<file path="src/hdl/scba_pkg.sv">
`timescale 1ns / 1ps
// ----------------------------------------------------------------------------
// scba_pkg
// Shared widths, status codes and stage control word for the size class
// block allocator.
// ----------------------------------------------------------------------------
package scba_pkg;

  // Fixed field widths of the request and response words
  localparam int unsigned SIZE_W   = 16;
  localparam int unsigned ADDR_W   = 32;
  localparam int unsigned GSIZE_W  = 11;
  localparam int unsigned STATUS_W = 2;

  // Response status codes
  typedef enum logic [STATUS_W-1:0] {
    ST_OK        = 2'd0,
    ST_EMPTY     = 2'd1,
    ST_TOO_LARGE = 2'd2,
    ST_OVERFLOW  = 2'd3
  } status_t;

  // Request kinds
  typedef enum logic {
    REQ_ALLOC = 1'b0,
    REQ_FREE  = 1'b1
  } req_kind_t;

  // Control word handed from the stack stage to the result stage
  typedef struct packed {
    logic    is_free;
    status_t status;
    logic    use_reset;   // popped entry never written since reset
  } ctl_t;

endpackage

</file>
<file path="src/hdl/scba_req_if.sv">
`timescale 1ns / 1ps
// ----------------------------------------------------------------------------
// scba_req_if
// Request channel: valid/ready handshake carrying one allocate or free word.
// ----------------------------------------------------------------------------
interface scba_req_if;
  logic                             valid;
  logic                             ready;
  logic                             req_type;
  logic [scba_pkg::SIZE_W-1:0]      req_size;
  logic [scba_pkg::ADDR_W-1:0]      block_address;

  modport source (output valid, req_type, req_size, block_address, input ready);
  modport sink   (input valid, req_type, req_size, block_address, output ready);
endinterface

</file>
<file path="src/hdl/scba_rsp_if.sv">
`timescale 1ns / 1ps
// ----------------------------------------------------------------------------
// scba_rsp_if
// Response channel: valid/ready handshake carrying one result word.
// ----------------------------------------------------------------------------
interface scba_rsp_if;
  logic                             valid;
  logic                             ready;
  logic [scba_pkg::STATUS_W-1:0]    status;
  logic [scba_pkg::ADDR_W-1:0]      granted_address;
  logic [scba_pkg::GSIZE_W-1:0]     granted_size;

  modport source (output valid, status, granted_address, granted_size, input ready);
  modport sink   (input valid, status, granted_address, granted_size, output ready);
endinterface

</file>
<file path="src/hdl/scba_stack.sv">
`timescale 1ns / 1ps
// ----------------------------------------------------------------------------
// scba_stack
// Per-class free stacks: fill counters, low-water marks and the slot memory.
// Decides the status of each word and performs its push or pop.
// ----------------------------------------------------------------------------
module scba_stack #(
  parameter int CLASS_COUNT     = 4,
  parameter int PAGE_BYTES      = 1024,
  parameter int MIN_BLOCK_BYTES = 128
) (
  input  logic                                   clk,
  input  logic                                   rst,
  // from the input register
  input  logic                                   in_valid,
  input  logic                                   in_free,
  input  logic                                   in_big,
  input  logic [((CLASS_COUNT > 1) ? $clog2(CLASS_COUNT) : 1)-1:0] in_cls,
  input  logic [scba_pkg::ADDR_W-1:0]            in_rel,
  output logic                                   take,
  // to the result stage
  input  logic                                   out_take,
  output logic                                   m_valid,
  output scba_pkg::ctl_t                         m_ctl,
  output logic [((CLASS_COUNT > 1) ? $clog2(CLASS_COUNT) : 1)-1:0] m_cls,
  output logic [(((PAGE_BYTES >> $clog2(MIN_BLOCK_BYTES)) > 1) ?
                 $clog2(PAGE_BYTES >> $clog2(MIN_BLOCK_BYTES)) : 1)-1:0] m_slot,
  output logic [(((PAGE_BYTES >> $clog2(MIN_BLOCK_BYTES)) > 1) ?
                 $clog2(PAGE_BYTES >> $clog2(MIN_BLOCK_BYTES)) : 1)-1:0] m_rst_slot
);

  localparam int MIN_LOG     = $clog2(MIN_BLOCK_BYTES);
  localparam int SLOTS_MAX   = PAGE_BYTES >> MIN_LOG;
  localparam int SLOTS_DEPTH = (SLOTS_MAX > 0) ? SLOTS_MAX : 1;
  localparam int SLOT_W      = (SLOTS_MAX > 1) ? $clog2(SLOTS_MAX) : 1;
  localparam int CNT_W       = (SLOTS_MAX > 0) ? $clog2(SLOTS_MAX + 1) : 1;
  localparam int CLS_W       = (CLASS_COUNT > 1) ? $clog2(CLASS_COUNT) : 1;
  localparam int AW          = scba_pkg::ADDR_W;

  // Slots in the page of one class
  function automatic logic [CNT_W-1:0] slots_of(input logic [CLS_W-1:0] c);
    return CNT_W'(PAGE_BYTES >> (MIN_LOG + int'(c)));
  endfunction

  // Bytes covered by the slots of one class
  function automatic logic [AW-1:0] span_of(input logic [CLS_W-1:0] c);
    return AW'((PAGE_BYTES >> (MIN_LOG + int'(c))) << (MIN_LOG + int'(c)));
  endfunction

  logic [CNT_W-1:0]  count     [CLASS_COUNT];
  logic [CNT_W-1:0]  low_mark  [CLASS_COUNT];
  logic [SLOT_W-1:0] stack_mem [CLASS_COUNT][SLOTS_DEPTH];

  logic [CNT_W-1:0]  n;
  logic [CNT_W-1:0]  cnt;
  logic [CNT_W-1:0]  lw;
  logic [CNT_W-1:0]  pop_idx;
  logic [AW-1:0]     offset;
  logic [SLOT_W-1:0] push_slot;
  logic              pop_ok;
  logic              push_ok;
  logic              fire;
  scba_pkg::status_t status;

  // Look up the class state and decide the outcome
  always_comb begin
    n         = slots_of(in_cls);
    cnt       = count[in_cls];
    lw        = low_mark[in_cls];
    pop_idx   = cnt - CNT_W'(1);
    offset    = in_rel - AW'(int'(in_cls) * PAGE_BYTES);
    push_slot = SLOT_W'(offset >> (MIN_LOG + int'(in_cls)));
    pop_ok    = !in_free && !in_big && (cnt != '0);
    push_ok   = in_free && !in_big && (cnt < n) && (offset < span_of(in_cls));
    priority if (in_big) begin
      status = scba_pkg::ST_TOO_LARGE;
    end else if (!in_free) begin
      status = pop_ok ? scba_pkg::ST_OK : scba_pkg::ST_EMPTY;
    end else begin
      status = push_ok ? scba_pkg::ST_OK : scba_pkg::ST_OVERFLOW;
    end
  end

  // Advance when the result stage is free or moving
  assign take = !m_valid || out_take;
  assign fire = take && in_valid;

  // Counters and low-water marks; reset refills every class at once
  always_ff @(posedge clk) begin
    if (rst) begin
      m_valid <= 1'b0;
      for (int c = 0; c < CLASS_COUNT; c++) begin
        count[c]    <= slots_of(CLS_W'(c));
        low_mark[c] <= slots_of(CLS_W'(c));
      end
    end else begin
      if (take) begin
        m_valid <= in_valid;
      end
      if (fire && pop_ok) begin
        count[in_cls] <= pop_idx;
        if (pop_idx < lw) begin
          low_mark[in_cls] <= pop_idx;
        end
      end
      if (fire && push_ok) begin
        count[in_cls] <= cnt + CNT_W'(1);
      end
    end
  end

  // Slot memory: push writes on top, pop reads the top entry
  always_ff @(posedge clk) begin
    if (fire && push_ok) begin
      stack_mem[in_cls][cnt[SLOT_W-1:0]] <= push_slot;
    end
    if (take) begin
      m_slot <= stack_mem[in_cls][pop_idx[SLOT_W-1:0]];
    end
  end

  // Hold the word's control and the reset-time slot for entries below the mark
  always_ff @(posedge clk) begin
    if (take) begin
      m_ctl.is_free   <= in_free;
      m_ctl.status    <= status;
      m_ctl.use_reset <= pop_idx < lw;
      m_cls           <= in_cls;
      m_rst_slot      <= SLOT_W'(n - CNT_W'(1) - pop_idx);
    end
  end

endmodule

</file>
<file path="src/hdl/scba_result.sv">
`timescale 1ns / 1ps
// ----------------------------------------------------------------------------
// scba_result
// Result stage: forms the granted address and size and holds the response
// word until it is taken.
// ----------------------------------------------------------------------------
module scba_result #(
  parameter int CLASS_COUNT     = 4,
  parameter int PAGE_BYTES      = 1024,
  parameter int MIN_BLOCK_BYTES = 128
) (
  input  logic                                   clk,
  input  logic                                   rst,
  input  logic                                   m_valid,
  input  scba_pkg::ctl_t                         m_ctl,
  input  logic [((CLASS_COUNT > 1) ? $clog2(CLASS_COUNT) : 1)-1:0] m_cls,
  input  logic [(((PAGE_BYTES >> $clog2(MIN_BLOCK_BYTES)) > 1) ?
                 $clog2(PAGE_BYTES >> $clog2(MIN_BLOCK_BYTES)) : 1)-1:0] m_slot,
  input  logic [(((PAGE_BYTES >> $clog2(MIN_BLOCK_BYTES)) > 1) ?
                 $clog2(PAGE_BYTES >> $clog2(MIN_BLOCK_BYTES)) : 1)-1:0] m_rst_slot,
  input  logic [scba_pkg::ADDR_W-1:0]            pool_base,
  output logic                                   out_take,
  scba_rsp_if.source                             rsp
);

  localparam int MIN_LOG   = $clog2(MIN_BLOCK_BYTES);
  localparam int SLOTS_MAX = PAGE_BYTES >> MIN_LOG;
  localparam int SLOT_W    = (SLOTS_MAX > 1) ? $clog2(SLOTS_MAX) : 1;
  localparam int AW        = scba_pkg::ADDR_W;
  localparam int GSW       = scba_pkg::GSIZE_W;

  logic [SLOT_W-1:0] slot;
  logic [AW-1:0]     page_off;
  logic              ok;

  // Pick the slot and place it inside the class page
  always_comb begin
    slot     = m_ctl.use_reset ? m_rst_slot : m_slot;
    page_off = AW'(int'(m_cls) * PAGE_BYTES) + (AW'(slot) << (MIN_LOG + int'(m_cls)));
    ok       = m_ctl.status == scba_pkg::ST_OK;
  end

  assign out_take = !rsp.valid || rsp.ready;

  // Output register valid
  always_ff @(posedge clk) begin
    if (rst) begin
      rsp.valid <= 1'b0;
    end else if (out_take) begin
      rsp.valid <= m_valid;
    end
  end

  // Output word; zero address on frees and errors, zero size on errors
  always_ff @(posedge clk) begin
    if (out_take) begin
      rsp.status          <= m_ctl.status;
      rsp.granted_address <= (ok && !m_ctl.is_free) ? pool_base + page_off : '0;
      rsp.granted_size    <= ok ? GSW'(MIN_BLOCK_BYTES << int'(m_cls)) : '0;
    end
  end

endmodule

</file>
<file path="src/hdl/size_class_block_allocator.sv">
`timescale 1ns / 1ps
// Pipeline: a response word passes the input register, then the stack stage,
// then the result register. Throughput: one request per cycle while the
// response side does not stall; each word does at most one push or pop on
// the per-class stack memory, and the next word sees the updated counter.
// Reset: synchronous; all classes come back full at once through the fill
// counters and low-water marks, so no clearing pass is run.
// ----------------------------------------------------------------------------
// size_class_block_allocator
// Block allocator over power-of-two size classes, each owning one page and a
// LIFO stack of free slots.
// ----------------------------------------------------------------------------
module size_class_block_allocator #(
  parameter int CLASS_COUNT     = 4,
  parameter int PAGE_BYTES      = 1024,
  parameter int MIN_BLOCK_BYTES = 128
) (
  input  logic                       clk,
  input  logic                       rst,
  input  logic                       cfg_we,
  input  logic [scba_pkg::ADDR_W-1:0] cfg_wdata,
  scba_req_if.sink                   req,
  scba_rsp_if.source                 rsp
);

  localparam int MIN_LOG   = $clog2(MIN_BLOCK_BYTES);
  localparam int SLOTS_MAX = PAGE_BYTES >> MIN_LOG;
  localparam int SLOT_W    = (SLOTS_MAX > 1) ? $clog2(SLOTS_MAX) : 1;
  localparam int CLS_W     = (CLASS_COUNT > 1) ? $clog2(CLASS_COUNT) : 1;
  localparam int AW        = scba_pkg::ADDR_W;

  logic [AW-1:0]     pool_base;
  logic [CLS_W-1:0]  pick_cls;
  logic              pick_big;

  logic              i_v;
  logic              i_free;
  logic              i_big;
  logic [CLS_W-1:0]  i_cls;
  logic [AW-1:0]     i_rel;
  logic              in_take;

  logic              mid_take;
  logic              m_valid;
  scba_pkg::ctl_t    m_ctl;
  logic [CLS_W-1:0]  m_cls;
  logic [SLOT_W-1:0] m_slot;
  logic [SLOT_W-1:0] m_rst_slot;
  logic              out_take;

  // Pool base register
  always_ff @(posedge clk) begin
    if (rst) begin
      pool_base <= '0;
    end else if (cfg_we) begin
      pool_base <= cfg_wdata;
    end
  end

  // Smallest class that fits the size, rounding up
  always_comb begin
    pick_cls = '0;
    pick_big = 1'b1;
    for (int c = CLASS_COUNT - 1; c >= 0; c--) begin
      if (AW'(req.req_size) <= (AW'(MIN_BLOCK_BYTES) << c)) begin
        pick_cls = CLS_W'(c);
        pick_big = 1'b0;
      end
    end
  end

  assign in_take   = !i_v || mid_take;
  assign req.ready = in_take;

  // Input register valid
  always_ff @(posedge clk) begin
    if (rst) begin
      i_v <= 1'b0;
    end else if (in_take) begin
      i_v <= req.valid;
    end
  end

  // Input register word; keep the address relative to the pool
  always_ff @(posedge clk) begin
    if (in_take) begin
      i_free <= req.req_type == scba_pkg::REQ_FREE;
      i_big  <= pick_big;
      i_cls  <= pick_cls;
      i_rel  <= req.block_address - pool_base;
    end
  end

  scba_stack #(
    .CLASS_COUNT     (CLASS_COUNT),
    .PAGE_BYTES      (PAGE_BYTES),
    .MIN_BLOCK_BYTES (MIN_BLOCK_BYTES)
  ) u_stack (
    .clk        (clk),
    .rst        (rst),
    .in_valid   (i_v),
    .in_free    (i_free),
    .in_big     (i_big),
    .in_cls     (i_cls),
    .in_rel     (i_rel),
    .take       (mid_take),
    .out_take   (out_take),
    .m_valid    (m_valid),
    .m_ctl      (m_ctl),
    .m_cls      (m_cls),
    .m_slot     (m_slot),
    .m_rst_slot (m_rst_slot)
  );

  scba_result #(
    .CLASS_COUNT     (CLASS_COUNT),
    .PAGE_BYTES      (PAGE_BYTES),
    .MIN_BLOCK_BYTES (MIN_BLOCK_BYTES)
  ) u_result (
    .clk        (clk),
    .rst        (rst),
    .m_valid    (m_valid),
    .m_ctl      (m_ctl),
    .m_cls      (m_cls),
    .m_slot     (m_slot),
    .m_rst_slot (m_rst_slot),
    .pool_base  (pool_base),
    .out_take   (out_take),
    .rsp        (rsp)
  );

endmodule

</file>
<file path="src/flat_wrapper.sv">
// flat-port wrapper written by rule: the top's interface ports become plain ports
module size_class_block_allocator_flat 
#(
  parameter int CLASS_COUNT     = 4,
  parameter int PAGE_BYTES      = 1024,
  parameter int MIN_BLOCK_BYTES = 128
)
  (clk, rst, cfg_we, cfg_wdata, req_valid, req_req_type, req_req_size, req_block_address, req_ready, rsp_valid, rsp_status, rsp_granted_address, rsp_granted_size, rsp_ready);
  scba_req_if req_i ();
  scba_rsp_if rsp_i ();
  input  logic clk;
  input  logic rst;
  input  logic cfg_we;
  input  logic [scba_pkg::ADDR_W-1:0] cfg_wdata;
  input wire logic [$bits(req_i.valid)-1:0] req_valid;
  input wire logic [$bits(req_i.req_type)-1:0] req_req_type;
  input wire logic [$bits(req_i.req_size)-1:0] req_req_size;
  input wire logic [$bits(req_i.block_address)-1:0] req_block_address;
  output wire logic [$bits(req_i.ready)-1:0] req_ready;
  output wire logic [$bits(rsp_i.valid)-1:0] rsp_valid;
  output wire logic [$bits(rsp_i.status)-1:0] rsp_status;
  output wire logic [$bits(rsp_i.granted_address)-1:0] rsp_granted_address;
  output wire logic [$bits(rsp_i.granted_size)-1:0] rsp_granted_size;
  input wire logic [$bits(rsp_i.ready)-1:0] rsp_ready;
  assign req_i.valid = req_valid;
  assign req_i.req_type = req_req_type;
  assign req_i.req_size = req_req_size;
  assign req_i.block_address = req_block_address;
  assign req_ready = req_i.ready;
  assign rsp_valid = rsp_i.valid;
  assign rsp_status = rsp_i.status;
  assign rsp_granted_address = rsp_i.granted_address;
  assign rsp_granted_size = rsp_i.granted_size;
  assign rsp_i.ready = rsp_ready;
  size_class_block_allocator #(.CLASS_COUNT(CLASS_COUNT), .PAGE_BYTES(PAGE_BYTES), .MIN_BLOCK_BYTES(MIN_BLOCK_BYTES)) u_core (.clk(clk), .rst(rst), .cfg_we(cfg_we), .cfg_wdata(cfg_wdata), .req(req_i), .rsp(rsp_i));
endmodule
</file>
<file path="config.mk">
export PLATFORM = sky130hd
export DESIGN_NAME = size_class_block_allocator_flat
export DESIGN_NICKNAME = d
export VERILOG_FILES = /design/src/hdl/scba_pkg.sv /design/src/hdl/scba_req_if.sv /design/src/hdl/scba_rsp_if.sv /design/src/hdl/scba_stack.sv /design/src/hdl/scba_result.sv /design/src/hdl/size_class_block_allocator.sv /design/src/flat_wrapper.sv
export SDC_FILE = /design/constraint.sdc
export NUM_CORES = 1
export LEC_CHECK = 0
export BUFFER_PORTS_ARGS = -buffer_cell sky130_fd_sc_hd__clkbuf_2
export CAP_MARGIN = 20
export CELL_PAD_IN_SITES_DETAIL_PLACEMENT = 0
export CELL_PAD_IN_SITES_GLOBAL_PLACEMENT = 1
export CORE_ASPECT_RATIO = 0.75
export CORE_MARGIN = 8
export CORE_UTILIZATION = 48
export CTS_CLUSTER_DIAMETER = 30
export DETAILED_ROUTE_END_ITERATION = 10
export PLACE_DENSITY_LB_ADDON = 0.1
export SLEW_MARGIN = 20
export SYNTH_ARGS = -nofsm -noshare
export SYNTH_HDL_FRONTEND = slang
export SYNTH_SLANG_ARGS = --single-unit
</file>
<file path="constraint.sdc">
create_clock -name clk -period 5.6 [get_ports clk]
set_clock_uncertainty 0.05 [all_clocks]
set_input_delay 0.84 -clock clk [delete_from_list [all_inputs] [get_ports clk]]
set_output_delay 0.84 -clock clk [all_outputs]
set_load 0.02 [all_outputs]
</file>
==> PnR_summary.wiki, run 1 <==
{| class="wikitable"
! Metric !! Value
|-
| Power density of the placed cells || 345 nW/µm²
|-
| Number of I/O pins || 133
|-
| Setup bufs post-CTS || 0
|-
| Filler Cells Inserted || 2429
|-
| Initial Utilization || 48.9%
|-
| Number of enable flip-flop cells after synthesis || 213
|-
| Clk sinks || 248
|-
| Number of antenna violations at the first check in global routing || 0
|-
| Cts repair resizes || 0
|-
| Maximum count of clock buffers along a single path || 3
|-
| Maximum number of pins on one net before global-route repair || 49
|-
| Achievable clock frequency || around 0.21 GHz
|-
| Number of maximum-capacitance violations || 0
|-
| Netlist area before placement || 13700 µm²
|-
| Setup violation total in the final timing report || 0
|-
| Post-CTS clock slew at the launch and capture registers of the worst setup and hold paths || 50 ps
|-
| Core region area || 28100 µm²
|-
| Cell row count || 53
|-
| Worst R2R End || u_core.u_stack.low_mark[0][2]
|-
| Hold_sp || u_core.u_stack.m_valid
|-
| Slew at the pin with the worst max-slew slack || 1050 ps
|-
| Worst setup EP type || flop
|-
| Clock tree root driver cell || sky130_fd_sc_hd__clkbuf_16
|-
| DIE AREA || ~34000 µm²
|-
| Antenna-violating nets left || 0
|-
| Number of violations reported at the end of detailed-routing iteration 0 || 564
|-
| Area Overhead vs Synth || 19.1%
|-
| Unique masters post-synth || between 70 and 80
|-
| Reg2Reg Setup Slack || 810 ps
|-
| Final routed DRC violation total || 0
|-
| Post-layout minimum cycle time || 4790 ps
|-
| Cts hold-fix bufs || 0
|-
| Required arrival time at the worst endpoint || around 5800 ps
|-
| Path class of the lowest-slack min-delay path || flop to flop
|-
| Most area-consuming cells after synthesis || sky130_fd_sc_hd__edfxtp_1 47%, sky130_fd_sc_hd__ha_1 8.7%, sky130_fd_sc_hd__dfxtp_1 5.1%
|-
| Reported net switching power || 1.41 mW
|-
| Dominant cell type by area after synthesis || sky130_fd_sc_hd__edfxtp_1
|-
| Maximum resistive drop on vdd || 0.000241 V
|-
| Switching part of the total power || 25.0%
|-
| Leak || around 6.5 nW
|-
| Clock tree from TritonCTS || yes
|-
| Min Hold Slack || 408 ps
|-
| Peak fanout along the critical path || 41
|-
| Count of antenna diodes in the layout || 0
|-
| Share of layout cells above drive strength 1 || between 15 and 20%
|-
| Post-synthesis area per instance || roughly 11 µm²
|-
| IO Port Bufs || 125
|-
| Depth of the worst hold-timing path || 2
|-
| Global placement routability congestion || 0.852
|-
| Die height || about 160 µm
|-
| HPWL reported at the end of detailed placement || between 20000 and 30000 µm
|-
| Sequential cell area fraction in the yosys report || 51.7%
|-
| Critical path arrival || 4960 ps
|-
| Result of the run || finished clean
|-
| Unrepaired setup endpoints after global routing || false
|-
| Synthesized instance count || 1206
|-
| Startpoint type of the worst setup path || flop
|-
| Share of the synthesized area in the top cell type || a little under half
|-
| Most frequently used flop master after synthesis || sky130_fd_sc_hd__edfxtp_1
|-
| Fin crit share || 85.5%
|-
| Global Route Usage Sum || 19.9%
|-
| Final net count || 1556
|-
| Worst slew margin || 30.2%
|-
| DIE WIDTH || between 200 and 250 µm
|-
| Crit path kind || flop to flop
|-
| Int Power || 4.23 mW
|-
| Clock group share of total power || 48.6%
|-
| Final Routed Wirelength || 33800 µm
|-
| Worst Reg-to-Reg Cells || 14
|-
| GR Overflow Total || 0
|-
| Number of synthesized register bits || 248
|-
| Part of the power in registers || 39.4%
|-
| Final hold viol count || 0
|-
| Worst hold path endpoint || u_core.u_result.rsp.valid
|-
| Vias || slightly below 10k
|-
| Sum of negative setup slack || 0 ps
|-
| Warnings from Yosys || 0
|-
| Initial DRT Pass Iterations || 6
|-
| Worst r2r src || u_core.i_cls[0]
|-
| Async set-or-reset flop fraction in the synthesized netlist || 0%
|-
| Number of slew-limit violations in the final report || 0
|-
| Cts bufs inserted || 46
|-
| Vias in the first global route || 9845
|-
| Global-route wire length before repair || 53800 µm
|-
| Average vias per placed instance || 5.46
|-
| Clock latency on the worst-skew pair || 530 ps
|-
| CTS H-Tree Depth || 2
|-
| Post-detailed-route wirelength per cell || 18.9 µm
|-
| Combinational power share || 12.1%
|}
## sequential cells by signal (all words and copies together), names as in the netlist, 2 cells and up
register,count
u_core.u_stack.stack_mem,96
u_core.pool_base,32
u_core.u_result.rsp.granted_address,32
u_core.i_rel,31
u_core.u_stack.count,16
u_core.u_stack.low_mark,16
u_core.u_result.rsp.granted_size,4
u_core.u_stack.m_ctl,4
u_core.u_stack.m_rst_slot,3
u_core.u_stack.m_slot,3
u_core.i_cls,2
u_core.u_result.rsp.status,2
u_core.u_stack.m_cls,2
## cell usage after synthesis, types with 20 or more instances
library cell               count
sky130_fd_sc_hd__xnor2_1      44
sky130_fd_sc_hd__mux4_2       21
sky130_fd_sc_hd__clkbuf_1     20
sky130_fd_sc_hd__mux2i_1      60
sky130_fd_sc_hd__ha_1         96
sky130_fd_sc_hd__dfxtp_1      35
sky130_fd_sc_hd__nor2_1      163
sky130_fd_sc_hd__inv_1        76
sky130_fd_sc_hd__nor3_1       21
sky130_fd_sc_hd__nand3_1      24
sky130_fd_sc_hd__a21oi_1      62
sky130_fd_sc_hd__nand2_1      66
sky130_fd_sc_hd__o21ai_0      39
sky130_fd_sc_hd__edfxtp_1    213
## critical path, cell delays in order, from the launching register on
cell	delay [ps]
sky130_fd_sc_hd__edfxtp_1	400
sky130_fd_sc_hd__buf_4	550
sky130_fd_sc_hd__mux4_2	590
sky130_fd_sc_hd__inv_1	200
sky130_fd_sc_hd__ha_1	300
sky130_fd_sc_hd__xnor2_1	300
sky130_fd_sc_hd__clkinv_1	400
sky130_fd_sc_hd__ha_1	390
sky130_fd_sc_hd__o21ai_0	80
sky130_fd_sc_hd__nand2b_1	80
sky130_fd_sc_hd__a21oi_1	310
sky130_fd_sc_hd__nand2_1	230
sky130_fd_sc_hd__inv_1	190
sky130_fd_sc_hd__nand3_1	170
sky130_fd_sc_hd__nand2_1	220
## power groups by stage
stage	registers [mW]	clock network, mW	logic, mW
2_1_floorplan	2.24	0	0.471
3_3_place_gp	2.25	0	0.676
3_5_place_dp	2.25	0	0.674
4_1_cts	2.22	2.79	0.682
5_1_grt	2.23	2.87	0.769
6_report	2.22	2.74	0.681
## cell families (layout without fill, tap and decap cells)
kind of cell / count (synthesis) / in the layout / share of synthesized area, %
flops: 248 / 248 / 51.7
compound gates: 215 / 215 / 10.2
fa+ha+maj: 102 / 102 / 9.62
buf+inv: 121 / 302 / 3.57
simple gates: 372 / 372 / 12.8
xor+xnor: 61 / 61 / 3.89
other cells: 2 / 19 / 0.0547
mux: 85 / 85 / 8.17
## worst max path at each step
stage                     cells past startpoint       startpoint                       endpoint  slack, ps
final                                        14  u_core.i_cls[0]  u_core.u_stack.low_mark[0][2]        810
after global placement                       15  u_core.i_cls[1]     u_core.u_stack.count[1][3]        950
after floorplan                              13  u_core.i_cls[1]     u_core.u_stack.count[0][3]        940
after CTS                                    15  u_core.i_cls[1]     u_core.u_stack.count[1][2]        780
after detailed placement                     15  u_core.i_cls[1]     u_core.u_stack.count[1][1]        800
after global routing                         14  u_core.i_cls[0]  u_core.u_stack.low_mark[2][0]        360
## per-stage QoR
step	std cells	total power [mW]	area (µm²)	worst slack, ps	utilization (%)
finish	1789	5.64	16400	812	58.2
global route	1789	5.87	16400	357	58.2
CTS	1788	5.69	16400	778	58.2
detailed placement	1704	2.93	14800	803	52.7
global placement	1704	2.93	14800	955	52.7
floorplan	1223	2.71	13800	940	-
## area by class of cell
cell class                 count  area [µm²]  area share, %
clock buffer                  52        1190           7.30
clock inverter                32         350           2.14
inverter                      80         300           1.84
multi-input combinational    854        6210           38.0
sequential                   248        7100           43.4
tap                          385         482           2.94
timing repair buffer         138         723           4.42
## cells in the final DEF (no fill, tap or decap), types with 5 or more instances in the layout
| cell | synthesis | layout |
|---|---|---|
| sky130_fd_sc_hd__inv_1 | 76 | 76 |
| sky130_fd_sc_hd__nand2b_1 | 9 | 9 |
| sky130_fd_sc_hd__nor2_1 | 163 | 163 |
| sky130_fd_sc_hd__nand3_1 | 24 | 24 |
| sky130_fd_sc_hd__nor4_1 | 11 | 11 |
| sky130_fd_sc_hd__o22ai_1 | 10 | 10 |
| sky130_fd_sc_hd__clkbuf_2 | 0 | 124 |
| sky130_fd_sc_hd__edfxtp_1 | 213 | 213 |
| sky130_fd_sc_hd__nand4_1 | 10 | 10 |
| sky130_fd_sc_hd__a31oi_1 | 10 | 10 |
| sky130_fd_sc_hd__a21oi_1 | 62 | 62 |
| sky130_fd_sc_hd__a21o_1 | 17 | 17 |
| sky130_fd_sc_hd__o21ai_0 | 39 | 39 |
| sky130_fd_sc_hd__nand2_1 | 66 | 66 |
| sky130_fd_sc_hd__clkbuf_16 | 0 | 47 |
| sky130_fd_sc_hd__conb_1 | 2 | 19 |
| sky130_fd_sc_hd__mux4_2 | 21 | 21 |
| sky130_fd_sc_hd__inv_6 | 0 | 5 |
| sky130_fd_sc_hd__dfxtp_1 | 35 | 35 |
| sky130_fd_sc_hd__clkinvlp_4 | 0 | 6 |
| sky130_fd_sc_hd__nor2b_1 | 14 | 14 |
| sky130_fd_sc_hd__o31ai_1 | 7 | 7 |
| sky130_fd_sc_hd__buf_4 | 8 | 13 |
| sky130_fd_sc_hd__o21a_1 | 10 | 10 |
| sky130_fd_sc_hd__clkbuf_1 | 20 | 5 |
| sky130_fd_sc_hd__clkinv_1 | 3 | 10 |
| sky130_fd_sc_hd__bufinv_16 | 0 | 6 |
| sky130_fd_sc_hd__fa_1 | 6 | 6 |
| sky130_fd_sc_hd__xor2_1 | 17 | 17 |
| sky130_fd_sc_hd__a211oi_1 | 7 | 7 |
| sky130_fd_sc_hd__nor3_1 | 21 | 21 |
| sky130_fd_sc_hd__xnor2_1 | 44 | 44 |
| sky130_fd_sc_hd__and2_1 | 11 | 11 |
| sky130_fd_sc_hd__or3_1 | 11 | 11 |
| sky130_fd_sc_hd__mux2i_1 | 60 | 60 |
| sky130_fd_sc_hd__o21bai_1 | 5 | 5 |
| sky130_fd_sc_hd__o221ai_1 | 13 | 13 |
| sky130_fd_sc_hd__ha_1 | 96 | 96 |
## routing by layer
metal | track usage (%) | wire length [µm]
met1 | 29.6 | 16700
met2 | 29.1 | 14200
met3 | 4.46 | 2380
met4 | 4.73 | 537
met5 | 0 | 0
Note: power is estimated with default switching activity, not from simulation.
==> inputs of run 2 (changes only) <==
Settings changed: CORE_UTILIZATION 48 to 35.
==> PnR_summary.wiki, run 2 (synthesis gave the netlist of run 1 again) <==
{| class="wikitable"
! Metric !! Value
|-
| Result of the run || finished clean
|-
| Worst slew margin || between 30% and 40%
|-
| Final net count || ~1.6k
|-
| Post-CTS clock slew at the launch and capture registers of the worst setup and hold paths || 50 ps
|-
| Slew at the pin with the worst max-slew slack || 933 ps
|-
| Path class of the lowest-slack min-delay path || input pin to flop
|-
| Leading cell type in the layout, fill and taps excluded || sky130_fd_sc_hd__edfxtp_1
|-
| Average vias per placed instance || 5.09
|-
| DIE WIDTH || approximately 240 µm
|-
| Layout Cells excl Fill || 1947
|-
| Sum of negative setup slack || 0 ps
|-
| Number of antenna violations at the first check in global routing || 0
|-
| Startpoint type of the worst setup path || flop
|-
| Clock tree from TritonCTS || yes
|-
| Initial DRT Pass Iterations || 5
|-
| Power density of the placed cells || 369 nW/µm²
|-
| Number of violations reported at the end of detailed-routing iteration 0 || 674
|-
| Placed inst area || 15000 µm²
|-
| Initial Utilization || 35.1%
|-
| Post-layout utilization of the core || 43.4%
|-
| Final hold viol count || 0
|-
| Die height || 188 µm
|-
| Share of layout cells above drive strength 1 || 19.3%
|-
| Worst r2r src || u_core.i_cls[1]
|-
| Largest stage delay, worst path || 610 ps
|-
| Post-layout minimum cycle time || 4930 ps
|-
| Cts repair resizes || 0
|-
| IO Port Bufs || 125
|-
| Number of slew-limit violations in the final report || 0
|-
| Critical path arrival || 5120 ps
|-
| Count of antenna diodes in the layout || 0
|-
| Filler Cells Inserted || around 3.8k
|-
| Vias || slightly below 10k
|-
| Core region area || 39100 µm²
|-
| Max FFs per register || 96
|-
| Peak fanout along the critical path || 14
|-
| Worst-path cell with the longest stage delay || sky130_fd_sc_hd__ha_1
|-
| Commonest cells after routing, fill and taps aside || 213 x sky130_fd_sc_hd__edfxtp_1, 163 x sky130_fd_sc_hd__nor2_1, 125 x sky130_fd_sc_hd__clkbuf_2
|-
| CTS H-Tree Depth || 2
|-
| Final routed DRC violation total || 0
|-
| Cts hold-fix bufs || 0
|-
| Maximum count of clock buffers along a single path || 3
|-
| Setup violation total in the final timing report || 0
|-
| Crit path launch || u_core.i_cls[1]
|-
| Cell chain of the critical path || clkinv_1 -> ha_1 -> nor2b_1 -> nand2_1 -> o21ai_0 -> a222oi_1 -> ha_1 -> a21o_1 -> a21oi_1 -> o21ai_0 -> o211ai_1 -> o2111a_1 -> nand3_1 -> nor3_2 -> nand2_1 -> nor2_1
|-
| Clock latency on the worst-skew pair || 560 ps
|-
| Setup bufs post-CTS || 0
|-
| Clock tree root driver cell || sky130_fd_sc_hd__clkbuf_16
|-
| Number of I/O pins || 133
|-
| Unrepaired setup endpoints after global routing || false
|-
| Required arrival time at the worst endpoint || ~5800 ps
|-
| Antenna-violating nets left || 0
|-
| Post-placement cell count || between 1.5k and 2k
|-
| Hold_sp || req_req_type
|-
| Vias in the first global route || between 9k and 10k
|-
| Global placement routability congestion || 0.795
|-
| Global-route wire length before repair || 57200 µm
|-
| Global Route Usage Sum || 15.7%
|-
| Maximum resistive drop on vdd || 0.000251 V
|-
| Leak || 6.75 nW
|-
| GR Overflow Total || 0
|-
| Cell row count || 63
|-
| Clk sinks || 248
|-
| HPWL reported at the end of detailed placement || roughly 27000 µm
|-
| Achievable clock frequency || between 0.2 and 0.25 GHz
|-
| Maximum number of pins on one net before global-route repair || 49
|-
| Min Hold Slack || roughly 400 ps
|-
| Final Routed Wirelength || about 37000 µm
|-
| Non-Filler Cell Area, Final || 17000 µm²
|-
| Number of maximum-capacitance violations || 0
|-
| Fin crit share || 88.1%
|-
| DIE AREA || 45900 µm²
|-
| Cts bufs inserted || 54
|-
| Worst setup EP type || flop
|-
| Area Overhead vs Synth || 23.5%
|-
| Post-detailed-route wirelength per cell || 18.8 µm
|-
| Crit path kind || flop to flop
|}
-- run 2: cell count changes in the layout (fill, tap and decap cells not counted), moves of 3 or more --
cell | previous run | this run
sky130_fd_sc_hd__clkbuf_16 | 47 | 57
sky130_fd_sc_hd__clkinv_2 | 4 | 11
sky130_fd_sc_hd__buf_4 | 13 | 18
sky130_fd_sc_hd__clkinv_1 | 10 | 5
sky130_fd_sc_hd__bufinv_16 | 6 | 9
sky130_fd_sc_hd__clkbuf_1 | 5 | 8
sky130_fd_sc_hd__clkbuf_8 | 0 | 3
sky130_fd_sc_hd__clkinvlp_4 | 6 | 3
sky130_fd_sc_hd__inv_6 | 5 | 2
-- run 2: per-layer routing --
metal | part of all wire (%) | GRT usage [%] | vias to the layer above
met1 | 51 | 23.6 | 4797
met5 | 0 | 0 | -
met4 | 1.5 | 3.98 | 0
li1 | - | - | 4821
met2 | 41 | 22.4 | 255
met3 | 5.8 | 3.75 | 43
-- run 2: metrics by stage --
step / worst slack (ps) / total power [mW]
5_1_grt: 344 / 6.50
6_report: 665 / 6.26
2_1_floorplan: 940 / 2.71
4_1_cts: 667 / 6.32
3_5_place_dp: 718 / 2.94
3_3_place_gp: 888 / 2.96
-- run 2: cell type report --
| cell class | count | area (µm²) | area share [%] |
|---|---|---|---|
| Tap cell | 520 | 651 | 3.83 |
| Timing Repair Buffer | 143 | 761 | 4.48 |
| Multi-Input combinational cell | 854 | 6210 | 36.6 |
| Inverter | 80 | 300 | 1.77 |
| Sequential cell | 248 | 7100 | 41.8 |
| Clock buffer | 68 | 1500 | 8.83 |
| Clock inverter | 34 | 445 | 2.63 |
-- run 2: path summary, 6_finish.rpt --
path,endpoint,slack [ps],cells past startpoint
max reg2reg,u_core.u_stack.stack_mem[3][3],670,16
min,u_core.i_free,400,1
min reg2reg,u_core.u_result.rsp.valid,440,2
max,u_core.u_stack.stack_mem[3][3],670,16
-- run 2: worst max-delay path: cells and delay by family, from the launching register on --
family                     cells  cell delay [ps]
and+or+nand+nor                6             1480
buffers and inverters          1              470
DFF                            1              340
adders and majority gates      2              910
AOI/OAI and AO/OA              7             1350
-- run 2: power breakdown --
| group | switching [mW] | leakage, nW | internal (mW) |
|---|---|---|---|
| clock network | 1.03 | 0.951 | 2.31 |
| logic | 0.417 | 3.39 | 0.270 |
| registers | 0.0764 | 2.41 | 2.15 |
